==> src/design/ddsc_pkg.sv <==
package ddsc_pkg;

  localparam int FW        = 31;
  localparam int EXIT_W    = 32;
  localparam int MU_W      = 16;
  localparam int PROD_W    = 2 * FW;
  localparam int SUM_W     = 64;
  localparam int DVD_W     = 63;
  localparam int DEN_W     = 47;
  localparam int REM_W     = DEN_W + 1;
  localparam int QW        = 33;
  localparam int CNT_W     = $clog2(QW);
  localparam int EW        = 36;
  localparam int IN_DATA_W  = 192;
  localparam int OUT_DATA_W = 64;
  localparam int CFG_IDX_W  = 3;

  localparam logic [FW-1:0] MAX31 = {FW{1'b1}};

  localparam logic [MU_W-1:0] ABS_MU_RST   = 16'd32768;
  localparam logic            FORWARD_RST  = 1'b1;
  localparam logic [FW-1:0]   INFLOW_RST   = '0;
  localparam logic [FW-1:0]   INV_KEFF_RST = 31'd65536;

  typedef enum logic [CFG_IDX_W-1:0] {
    REG_ABS_MU       = 3'd0,
    REG_FORWARD      = 3'd1,
    REG_LEFT_INFLOW  = 3'd2,
    REG_RIGHT_INFLOW = 3'd3,
    REG_INV_KEFF     = 3'd4
  } reg_idx_t;

  typedef enum logic [3:0] {
    OP_NONE,
    OP_CAPTURE,
    OP_SP,
    OP_FK,
    OP_SRC,
    OP_SDX,
    OP_STDX,
    OP_SUM,
    OP_LOAD,
    OP_DIV,
    OP_FIN
  } op_t;

  typedef struct packed {
    op_t op;
  } cmd_t;

  typedef struct packed {
    logic div_last;
  } status_t;

  typedef struct packed {
    logic [MU_W-1:0] abs_mu;
    logic            forward;
    logic [FW-1:0]   left_inflow;
    logic [FW-1:0]   right_inflow;
    logic [FW-1:0]   inv_keff;
  } cfg_t;

endpackage

==> src/design/ddsc_ctrl.sv <==
module ddsc_ctrl (
  input  logic            clk,
  input  logic            rst,
  input  logic            s_tvalid,
  output logic            s_tready,
  output logic            m_tvalid,
  input  logic            m_tready,
  input  ddsc_pkg::status_t sts,
  output ddsc_pkg::cmd_t  cmd
);

  typedef enum logic [3:0] {
    S_IDLE, S_SP, S_FK, S_SRC, S_SDX, S_STDX, S_SUM, S_LOAD, S_DIV, S_FIN
  } state_t;

  state_t state;
  logic   fin_go;

  assign s_tready = (state == S_IDLE);
  assign fin_go   = !m_tvalid || m_tready;

  always_comb begin
    unique case (state)
      S_IDLE:  cmd.op = s_tvalid ? ddsc_pkg::OP_CAPTURE : ddsc_pkg::OP_NONE;
      S_SP:    cmd.op = ddsc_pkg::OP_SP;
      S_FK:    cmd.op = ddsc_pkg::OP_FK;
      S_SRC:   cmd.op = ddsc_pkg::OP_SRC;
      S_SDX:   cmd.op = ddsc_pkg::OP_SDX;
      S_STDX:  cmd.op = ddsc_pkg::OP_STDX;
      S_SUM:   cmd.op = ddsc_pkg::OP_SUM;
      S_LOAD:  cmd.op = ddsc_pkg::OP_LOAD;
      S_DIV:   cmd.op = ddsc_pkg::OP_DIV;
      S_FIN:   cmd.op = fin_go ? ddsc_pkg::OP_FIN : ddsc_pkg::OP_NONE;
      default: cmd.op = ddsc_pkg::OP_NONE;
    endcase
  end

  always_ff @(posedge clk) begin
    if (rst) begin
      state    <= S_IDLE;
      m_tvalid <= 1'b0;
    end else begin
      if (state == S_FIN && fin_go) begin
        m_tvalid <= 1'b1;
      end else if (m_tvalid && m_tready) begin
        m_tvalid <= 1'b0;
      end
      unique case (state)
        S_IDLE: begin
          if (s_tvalid) state <= S_SP;
        end
        S_SP:   state <= S_FK;
        S_FK:   state <= S_SRC;
        S_SRC:  state <= S_SDX;
        S_SDX:  state <= S_STDX;
        S_STDX: state <= S_SUM;
        S_SUM:  state <= S_LOAD;
        S_LOAD: state <= S_DIV;
        S_DIV: begin
          if (sts.div_last) state <= S_FIN;
        end
        S_FIN: begin
          if (fin_go) state <= S_IDLE;
        end
        default: state <= S_IDLE;
      endcase
    end
  end

endmodule

==> config.mk <==
export PLATFORM = sky130hd
export DESIGN_NAME = ddsc_ctrl
export DESIGN_NICKNAME = d
export VERILOG_FILES = /design/src/design/ddsc_pkg.sv /design/src/design/ddsc_ctrl.sv
export SDC_FILE = /design/constraint.sdc
export NUM_CORES = 1
export LEC_CHECK = 0
export BUFFER_PORTS_ARGS = -buffer_cell sky130_fd_sc_hd__buf_4
export CORE_AREA = 4 4 41 43
export CTS_CLUSTER_SIZE = 40
export DETAILED_ROUTE_END_ITERATION = 12
export DIE_AREA = 0 0 45 47
export PLACE_DENSITY_LB_ADDON = 0.2
export SETUP_SLACK_MARGIN = 0.2
export SYNTH_ARGS = -nofsm -noshare
export SYNTH_HDL_FRONTEND = slang
export SYNTH_SLANG_ARGS = --single-unit
==> constraint.sdc <==
create_clock -name clk -period 1.3 [get_ports clk]
set_input_delay 0.195 -clock clk [delete_from_list [all_inputs] [get_ports clk]]
set_output_delay 0.195 -clock clk [all_outputs]
set_load 0.01 [all_outputs]
==> reports/metrics.cfg, run 1 <==
[power]
leakage_uw=0.000344
peakVddDrop_uv=700
cellPowerDensity_nw_per_um2=682

[detailed_routing]
avgRoutedWirePerCell_um=13.4
vias=450
drtPass1Iterations=2
drt_iter0_drc=6
route.detailed.drc=0
vias_per_cell=5.00
wl_um=1200
ant_nets=0

[yosys]
yosysUniqueCellTypes=25
synth-seq-area-share_pct=28.2
netlist_instances=43
synth_warnings=0
synth-seq-cells=5
syn_area_per_cell_um2=8.26
syn_nets=48
syn_area_um2=355

[setup_path]
r2r-start=state[3]$_SDFFE_PP0P_
cp-end-kind=primary output
crit_required_ns=1.11
cpMaxStageDelayCell=dfxtp_4
cp-start-kind=flip-flop
crit_chain=buf_6 -> o41ai_2 -> buf_4
path_class=flip-flop to primary output
r2r_end=state[3]$_SDFFE_PP0P_
regToRegSetupSlack_ns=-0.10
critPathMaxStageDelay_ns=0.35
reg2reg_depth=4
critPathArrivalTime_ns=1.23
crit_fanout=7

[timing]
fin_ws_ns=-0.124
finalClockSkew_ns=0.00148
whs_ns=0.153
fin_crit_ns=1.42
finalHoldViolCount=0
slew_viol_final=0
rsz0062_at_grt=yes
slew_headroom_pct=82.5
setup_tns_ns=-0.458
clock.fmax_ghz=0.702
period_share_pct=110
setup_violations=6
tightest_slew_ns=0.260

[global_route]
grt_max_degree=8
grt_pass1_vias=415
grt.overflow.total=0
grt_first_pass_wirelength_um=1780
grt_usage_pct=12.0
grt_antenna_before_repair=0

[finish]
nNetsFinal=81
mostFrequentLayoutCell=buf_4
finish.instance_area_um2=754
diodes=0
drive_gt1_share_pct=76.0
layout_common_cells=buf_4, buf_6, nor2_1, dfxtp_4
instances_no_fill=90
syn_to_final_growth_pct=112

[placement]
placed_cells=76
dp_hpwl_um=682
pre_cts_ws_ns=-0.0639
io_buffers=10
placed_area_um2=520
gp_congestion=0.707

[die]
die_area_um2=2120
initial_core_util_pct=27.3
rows=13
pin_count=11
core_area_um2=1300
die_w_um=45
die_height_um=47

[cts]
htree_levels=1
numCtsBuffers=3
clk_pin_slew_worst_paths_ns=0.05
clock_sinks=5
clk_path_buf_depth=2
tritoncts=done
root_buffer=clkbuf_4
postCtsHoldBufs=0
clock_latency_ns=0.25

[hold_path]
worstHoldPathType=input port to flip-flop
holdPathEnd=state[0]$_SDFFE_PP0P_
hp-start=rst
holdPathStages=2

[job]
cap_violations=0

[status]
status=finished with violations
violations=negative setup slack

-- Yosys cell counts --
cell type	n	area, µm²
a211o_1	1	8.76
a21oi_1	1	5.00
a21oi_2	1	8.76
a22o_1	1	8.76
a31o_2	1	8.76
and2_1	1	6.26
and4bb_2	1	12.5
buf_2	2	10.0
buf_6	2	22.5
dfxtp_1	5	100
inv_1	2	7.51
mux2_2	1	11.3
mux2i_1	1	10.0
nand2_1	2	7.51
nand4b_1	1	8.76
nor2_1	6	22.5
nor2b_1	1	6.26
nor3_1	3	15.0
nor4_1	4	25.0
o21ai_0	1	5.00
o41ai_1	1	8.76
or3b_1	1	8.76
or4b_1	1	10.0
xnor2_1	1	8.76
xor2_1	1	8.76
-- report_power, final --
part | internal (µW) | switching (µW)
Clock | 117 | 71.8
Sequential | 155 | 9.29
Combinational | 95.9 | 65.7
-- per-layer routing --
metal / wire length, µm / global-route usage, % / vias up
li1: - / - / 223
met1: 521 / 13.9 / 214
met2: 603 / 18.6 / 9
met3: 59 / 4.60 / 4
met4: 19 / 7.60 / 0
met5: 0 / 0 / -
-- logic make-up (layout without fill, tap and decap cells) --
kind of cell / count (synthesis) / in the layout / synth area share (%)
xor+xnor: 2 / 2 / 4.93
simple gates: 21 / 21 / 34.5
flops: 5 / 5 / 28.2
buf+inv: 6 / 38 / 11.3
mux: 2 / 2 / 5.99
compound gates: 7 / 7 / 15.1
-- per-stage QoR --
stage	util (%)	total power [µW]
2_1_floorplan	-	228
3_3_place_gp	40.0	281
3_5_place_dp	40.0	281
4_1_cts	51.2	495
5_1_grt	58.0	549
6_report	58.0	514
-- layout make-up --
type,instances,area (µm²)
Fill cell,118,547
Clock buffer,4,26.3
Sequential cell,5,115
Timing Repair Buffer,32,278
Multi-Input combinational cell,32,309
Tap cell,15,18.8
Inverter,2,7.51
-- how the worst max path moves through the flow --
stage,start,endpoint,slack (ns),depth (start not counted)
after CTS,state[2]$_SDFFE_PP0P_,cmd[3],-0.11,3
after detailed placement,state[3]$_SDFFE_PP0P_,state[3]$_SDFFE_PP0P_,-0.06,3
final,state[2]$_SDFFE_PP0P_,cmd[3],-0.12,3
after global routing,state[1]$_SDFFE_PP0P_,cmd[0],-0.17,4
after global placement,state[3]$_SDFFE_PP0P_,state[3]$_SDFFE_PP0P_,-0.03,3
after floorplan,state[2]$_SDFFE_PP0P_,state[3]$_SDFFE_PP0P_,0.07,4
-- state kept, by name, indices dropped and copies added (netlist names) --
signal	cells
m_tvalid	1
state	4
-- worst max-delay path, delay by kind of cell (launching register included) --
family                 cells  cell delay, ns
AOI/OAI and AO/OA          1            0.32
DFF                        1            0.35
buffers and inverters      2            0.31
-- what timing repair did --
item,4_1_cts,5_1_grt
buffers inserted,8,2
pin swaps,7,9
gates resized for setup,19,16
cloned,0,0
endpoints found under the setup margin,9,10
No activity file was read; power rests on OpenSTA's default activity.
==> inputs of run 2 (changes only) <==
--- a/config.mk
+++ b/config.mk
@@ -11,7 +11,7 @@
 export DETAILED_ROUTE_END_ITERATION = 12
 export DIE_AREA = 0 0 45 47
 export PLACE_DENSITY_LB_ADDON = 0.2
-export SETUP_SLACK_MARGIN = 0.2
+export SETUP_SLACK_MARGIN = 0.1
 export SYNTH_ARGS = -nofsm -noshare
 export SYNTH_HDL_FRONTEND = slang
 export SYNTH_SLANG_ARGS = --single-unit
==> constraint.sdc (replaced) <==
create_clock -name clk -period 1.4 [get_ports clk]
set_input_delay 0.21 -clock clk [delete_from_list [all_inputs] [get_ports clk]]
set_output_delay 0.21 -clock clk [all_outputs]
set_load 0.01 [all_outputs]
==> run 2 against run 1 <==
  * The run still ends with negative setup slack left
  * Critical path depth rose by 1
  * Design area fell by 4.0%
  * Combinational power fell by 14%
  * Sequential power fell by 5%
  * Flip-flop and latch count did not move
  * Critical path type is now flip-flop to flip-flop
  * Highest routed layer unchanged
==> reports/metrics.cfg, run 2 (synthesized netlist as in run 1, its figures left out) <==
[global_route]
grt_max_degree=8  ; unchanged
grt_usage_pct=12.3  ; was 12.0%
grt.overflow.total=0  ; unchanged
grt_pass1_vias=452  ; was 415
grt_first_pass_wirelength_um=1880  ; was 1780 µm
grt_antenna_before_repair=0  ; unchanged

[cts]
clk_pin_slew_worst_paths_ns=0.04  ; was 0.05 ns
postCtsHoldBufs=0  ; unchanged
numCtsBuffers=3  ; unchanged
htree_levels=1  ; unchanged
root_buffer=clkbuf_4  ; unchanged
clock_latency_ns=0.23  ; was 0.25 ns
clk_path_buf_depth=2  ; unchanged
tritoncts=done  ; unchanged
clock_sinks=5  ; unchanged

[finish]
drive_gt1_share_pct=73.0  ; was 76.0%
reg_top3=state x4, m_tvalid x1  ; unchanged
layout_common_cells=buf_4, nor2_1, buf_6  ; was buf_4, buf_6, nor2_1, dfxtp_4
nFillCells=121  ; was 118
largest_register_ffs=4  ; unchanged
syn_to_final_growth_pct=104  ; was 112%
nNetsFinal=80  ; was 81
diodes=0  ; unchanged
regMostFlops=state  ; unchanged
register_area_um2=114  ; was 115 µm²
mostFrequentLayoutCell=buf_4  ; unchanged
multi_input_area_um2=299  ; was 309 µm²
postLayoutCoreUtil_pct=55.7  ; was 58.0%

[detailed_routing]
drtPass1Iterations=4  ; was 2
vias=448  ; was 450
avgRoutedWirePerCell_um=14.0  ; was 13.4 µm
ant_nets=0  ; unchanged
route.detailed.drc=0  ; unchanged
wl_um=1250  ; was 1200 µm
drt_iter0_drc=3  ; was 6
vias_per_cell=5.03  ; was 5.00

[status]
violations=negative setup slack  ; unchanged
status=finished with violations  ; unchanged

[setup_path]
cp-start-kind=flip-flop  ; unchanged
crit_required_ns=1.52  ; was 1.11 ns
cpMaxStageDelayCell=dfxtp_2  ; was dfxtp_4
critPathArrivalTime_ns=1.54  ; was 1.23 ns
cp-end-kind=flip-flop  ; was primary output
crit_chain=buf_4 -> and4bb_2 -> a22o_4 -> mux2_4  ; was buf_6 -> o41ai_2 -> buf_4
crit_fanout=4  ; was 7
critPathMaxStageDelay_ns=0.36  ; was 0.35 ns
path_class=flip-flop to flip-flop  ; was flip-flop to primary output

[timing]
fin_ws_ns=-0.0235  ; was -0.124 ns
setup_violations=3  ; was 6
slew_headroom_pct=80.4  ; was 82.5%
finalClockSkew_ns=0.000294  ; was 0.00148 ns
period_share_pct=102
clock.fmax_ghz=0.702
finalHoldViolCount=0  ; unchanged
slew_viol_final=0  ; unchanged
setup_tns_ns=-0.0499  ; was -0.458 ns
tightest_slew_ns=0.292  ; was 0.260 ns
fin_crit_ns=1.42
rsz0062_at_grt=yes  ; unchanged

[power]
leakage_uw=0.000328  ; was 0.000344 µW
internal_power_uw=334  ; was 368 µW
peakVddDrop_uv=575  ; was 700 µV
seq_power_share_pct=34.1  ; was 32.0%
switching_share_pct=27.0  ; was 28.5%
combPwrFrac_pct=30.7  ; was 31.4%
cellPowerDensity_nw_per_um2=630  ; was 682 nW/µm²
clockPowerShare_pct=35.1  ; was 36.6%
p_switching_uw=123  ; was 147 µW

[die]
die_area_um2=2120  ; unchanged
die_w_um=45  ; unchanged
pin_count=11  ; unchanged
rows=13  ; unchanged
initial_core_util_pct=27.3  ; unchanged
die_height_um=47  ; unchanged
core_area_um2=1300  ; unchanged

[hold_path]
worstHoldPathType=input port to flip-flop  ; unchanged

[placement]
gp_congestion=0.716  ; was 0.707
pre_cts_ws_ns=0.00758  ; was -0.0639 ns
io_buffers=10  ; unchanged
dp_hpwl_um=649  ; was 682 µm

[job]
cap_violations=0  ; unchanged

-- run 2: changes by cell type in the layout (fill, tap and decap cells not counted), moves of 2 or more --
cell and delta:
nor3_1 +2, nor3_2 -2, buf_6 -5, dfxtp_2 +2, buf_4 +3
-- run 2: routing by layer --
metal | vias up | share of wire [%] | routed length, µm | track usage, %
li1 | 218 | - | - | -
met1 | 216 | 40 | 496 | 11.6
met2 | 10 | 53 | 666 | 24.9
met3 | 4 | 4.6 | 57 | 3.83
met4 | 0 | 2.2 | 28 | 3.51
met5 | - | 0 | 0 | 0
-- run 2: worst max-delay path, delay by kind of cell (launching register included) --
kind	cells	cell delay, ns
compound gates	1	0.28
buf+inv	1	0.13
flops	1	0.36
mux	1	0.30
simple gates	1	0.24
-- run 2: worst paths after layout --
kind,start,to,slack (ns),cells after the start
setup reg to reg,state[2]$_SDFFE_PP0P_,state[3]$_SDFFE_PP0P_,-0.02,4
hold reg to reg,state[3]$_SDFFE_PP0P_,state[1]$_SDFFE_PP0P_,0.57,2
setup / recovery,state[2]$_SDFFE_PP0P_,state[3]$_SDFFE_PP0P_,-0.02,4
hold / removal,rst,state[0]$_SDFFE_PP0P_,0.19,2
-- run 2: power groups by stage --
stage | registers, µW | clock network (µW) | logic [µW]
2_1_floorplan | 153 | 0 | 58.3
3_3_place_gp | 159 | 0 | 91.8
3_5_place_dp | 158 | 0 | 90.7
4_1_cts | 153 | 169 | 112
5_1_grt | 157 | 178 | 150
6_report | 156 | 160 | 140
-- run 2: final cells by class --
type,instances,share of cell area (%)
flip-flops and latches,5,15.7
inverters,2,1.04
clock buffers,4,3.63
multi-input cells,32,41.3
well taps,15,2.59
repair buffers,31,35.8
-- run 2: what timing repair did --
action	in CTS	in global routing
resized for setup	13	18
endpoints found under the setup margin	7	9
pin swaps	6	9
buffers inserted	7	6
-- run 2: per-stage QoR --
stage	power (µW)	hold slack, ns	cell area (µm²)	std cells
6_report	457	0.195	724	89
2_1_floorplan	211	0.272	363	43
5_1_grt	484	0.193	724	89
3_5_place_dp	249	0.422	484	72
3_3_place_gp	251	0.427	484	72
4_1_cts	434	0.169	609	83
==> inputs of run 3 (changes only) <==
--- a/config.mk
+++ b/config.mk
@@ -10,8 +10,11 @@
 export CTS_CLUSTER_SIZE = 40
 export DETAILED_ROUTE_END_ITERATION = 12
 export DIE_AREA = 0 0 45 47
+export GPL_TIMING_DRIVEN = 0
 export PLACE_DENSITY_LB_ADDON = 0.2
+export RECOVER_POWER = 100
 export SETUP_SLACK_MARGIN = 0.1
 export SYNTH_ARGS = -nofsm -noshare
 export SYNTH_HDL_FRONTEND = slang
 export SYNTH_SLANG_ARGS = --single-unit
+export TNS_END_PERCENT = 5
==> run 3 against run 2 <==
  * The run still ends with negative setup slack left
  * Combinational power shrank 20%
  * Clock power grew 11%
  * Total power shrank 2.8%
  * Setup slack lost 0.0058 ns
  * Flip-flop and latch count is the same
  * Via count shrank 15%
  * Global-route usage shrank 0.079 points
  * Non-clock buffer count shrank 13
  * Sequential share of layout area grew 2.3 points
  * Critical path type is now flip-flop to primary output
==> reports/metrics.cfg, run 3 (synthesized netlist as in run 1, its figures left out) <==
[timing]
tightest_slew_ns=0.241  ; was 0.292 ns
fin_crit_ns=1.43  ; was 1.42 ns
rsz0062_at_grt=yes  ; unchanged
slew_headroom_pct=83.8  ; was 80.4%
whs_ns=0.164  ; was 0.195 ns
finalHoldViolCount=0  ; unchanged
clock.fmax_ghz=0.700  ; was 0.702 GHz
finalClockSkew_ns=0.00323  ; was 0.000294 ns
fin_ws_ns=-0.0294  ; was -0.0235 ns
slew_viol_final=0  ; unchanged
setup_violations=3  ; unchanged
period_share_pct=102  ; about the same

[die]
die_w_um=45  ; unchanged
initial_core_util_pct=27.3  ; unchanged
core_area_um2=1300  ; unchanged
die_height_um=47  ; unchanged
pin_count=11  ; unchanged
die_area_um2=2120  ; unchanged
rows=13  ; unchanged

[power]
p_switching_uw=127  ; was 123 µW
switching_share_pct=28.5  ; was 27.0%
leakage_uw=0.000242  ; was 0.000328 µW
seq_power_share_pct=34.5  ; was 34.1%
clockPowerShare_pct=40.2  ; was 35.1%
peakVddDrop_uv=516  ; was 575 µV
internal_power_uw=317  ; was 334 µW
cellPowerDensity_nw_per_um2=763  ; was 630 nW/µm²
p_total_uw=444  ; was 457 µW
combPwrFrac_pct=25.3  ; was 30.7%

[cts]
clock_sinks=5  ; unchanged
numCtsBuffers=3  ; unchanged
clock_latency_ns=0.25  ; was 0.23 ns
clk_pin_slew_worst_paths_ns=0.05  ; was 0.04 ns
htree_levels=1  ; unchanged
root_buffer=clkbuf_4  ; unchanged
clk_path_buf_depth=2  ; unchanged
tritoncts=done  ; unchanged

[finish]
layout_common_cells=buf_4, nor2_1, dfxtp_2  ; was buf_4, nor2_1, buf_6
drive_gt1_share_pct=62.3  ; was 73.0%
reg_top3=state x4, m_tvalid x1  ; unchanged
nNetsFinal=67  ; was 80
regMostFlops=state  ; unchanged
largest_register_ffs=4  ; unchanged
syn_to_final_growth_pct=63.7  ; was 104%
diodes=0  ; unchanged
mostFrequentLayoutCell=buf_4  ; unchanged
postLayoutCoreUtil_pct=44.7  ; was 55.7%

[job]
cap_violations=0  ; unchanged

[status]
status=finished with violations  ; unchanged
violations=negative setup slack  ; unchanged

[global_route]
grt_max_degree=11  ; was 8
grt_antenna_before_repair=0  ; unchanged
grt_first_pass_wirelength_um=1780  ; was 1880 µm
grt_pass1_vias=384  ; was 452
grt_usage_pct=12.2  ; was 12.3%
grt.overflow.total=0  ; unchanged

[setup_path]
crit_fanout=10  ; was 4
cp-end-kind=primary output  ; was flip-flop
r2r-start=state[3]$_SDFFE_PP0P_  ; was state[2]$_SDFFE_PP0P_
cp-start-kind=flip-flop  ; unchanged
critPathArrivalTime_ns=1.22  ; was 1.54 ns
path_class=flip-flop to primary output  ; was flip-flop to flip-flop
crit_required_ns=1.19  ; was 1.52 ns
setup.worst_path.start=state[2]$_SDFFE_PP0P_  ; unchanged

[placement]
dp_hpwl_um=637  ; was 649 µm
pre_cts_ws_ns=0.0378  ; was 0.00758 ns
gp_congestion=0.665  ; was 0.716
io_buffers=10  ; unchanged

[detailed_routing]
route.detailed.drc=0  ; unchanged
vias=383  ; was 448
drtPass1Iterations=1  ; was 4
avgRoutedWirePerCell_um=13.5  ; was 14.0 µm
ant_nets=0  ; unchanged
vias_per_cell=5.04  ; was 5.03
wl_um=1030  ; was 1250 µm
drt_iter0_drc=0  ; was 3

[hold_path]
worstHoldPathType=input port to flip-flop  ; unchanged
hp-start=rst  ; unchanged

-- run 3: cell count changes in the layout (fill, tap and decap cells not counted), moves of 2 or more --
| cell | previous run | this run |
|---|---|---|
| buf_4 | 25 | 14 |
| buf_6 | 5 | 3 |
| dfxtp_2 | 2 | 4 |
| dfxtp_4 | 3 | 0 |
| nor3_1 | 3 | 1 |
| nor3_2 | 0 | 2 |
| nor4_1 | 0 | 3 |
| nor4_2 | 2 | 0 |
-- run 3: what timing repair did --
| item | in CTS | in global routing |
|---|---|---|
| pin swaps | 2 | 2 |
| hold buffers | 0 | 0 |
| resized for setup | 14 | 8 |
| setup endpoints to repair | 7 | 8 |
| setup buffers | 4 | 0 |
| cloned | 0 | 0 |
-- run 3: cell type report --
type	instances	area, µm²
Timing Repair Buffer	14	105
Sequential cell	5	105
Multi-Input combinational cell	32	270
Inverter	2	7.51
Clock buffer	4	26.3
Tap cell	15	18.8
Buffer	4	48.8
Fill cell	140	719
-- run 3: worst paths after layout --
check                     endpoint  cells past startpoint  slack [ns]
min reg2reg  state[2]$_SDFFE_PP0P_                      3        0.66
max reg2reg  state[3]$_SDFFE_PP0P_                      4        0.02
max                         cmd[3]                      3       -0.03
min          state[0]$_SDFFE_PP0P_                      2        0.16
-- run 3: layer usage --
metal  vias to the layer above  share of wire [%]  GRT usage [%]
li1                        192                  -              -
met2                         9                 43           16.7
met1                       179                 50           16.2
met5                         -                  0              0
met4                         0               0.88           3.51
met3                         3                6.1           6.90
-- run 3: power groups by stage --
stage	logic [µW]	clock network, µW	registers [µW]
3_3_place_gp	96.0	0	154
6_report	112	178	153
3_5_place_dp	97.1	0	154
2_1_floorplan	58.3	0	153
5_1_grt	122	200	153
4_1_cts	108	185	153
-- run 3: critical path: stages, from the launching register on --
cell,delay (ns)
dfxtp_2,0.32
buf_6,0.14
o41ai_2,0.34
buf_4,0.17
-- run 3: metrics by stage --
stage               instances  TNS [ns]  cell area (µm²)
floorplan                  43         0              363
global placement           68         0              457
detailed placement         68         0              457
CTS                        76    -0.101              558
global route               76    -0.395              582
finish                     76   -0.0697              582
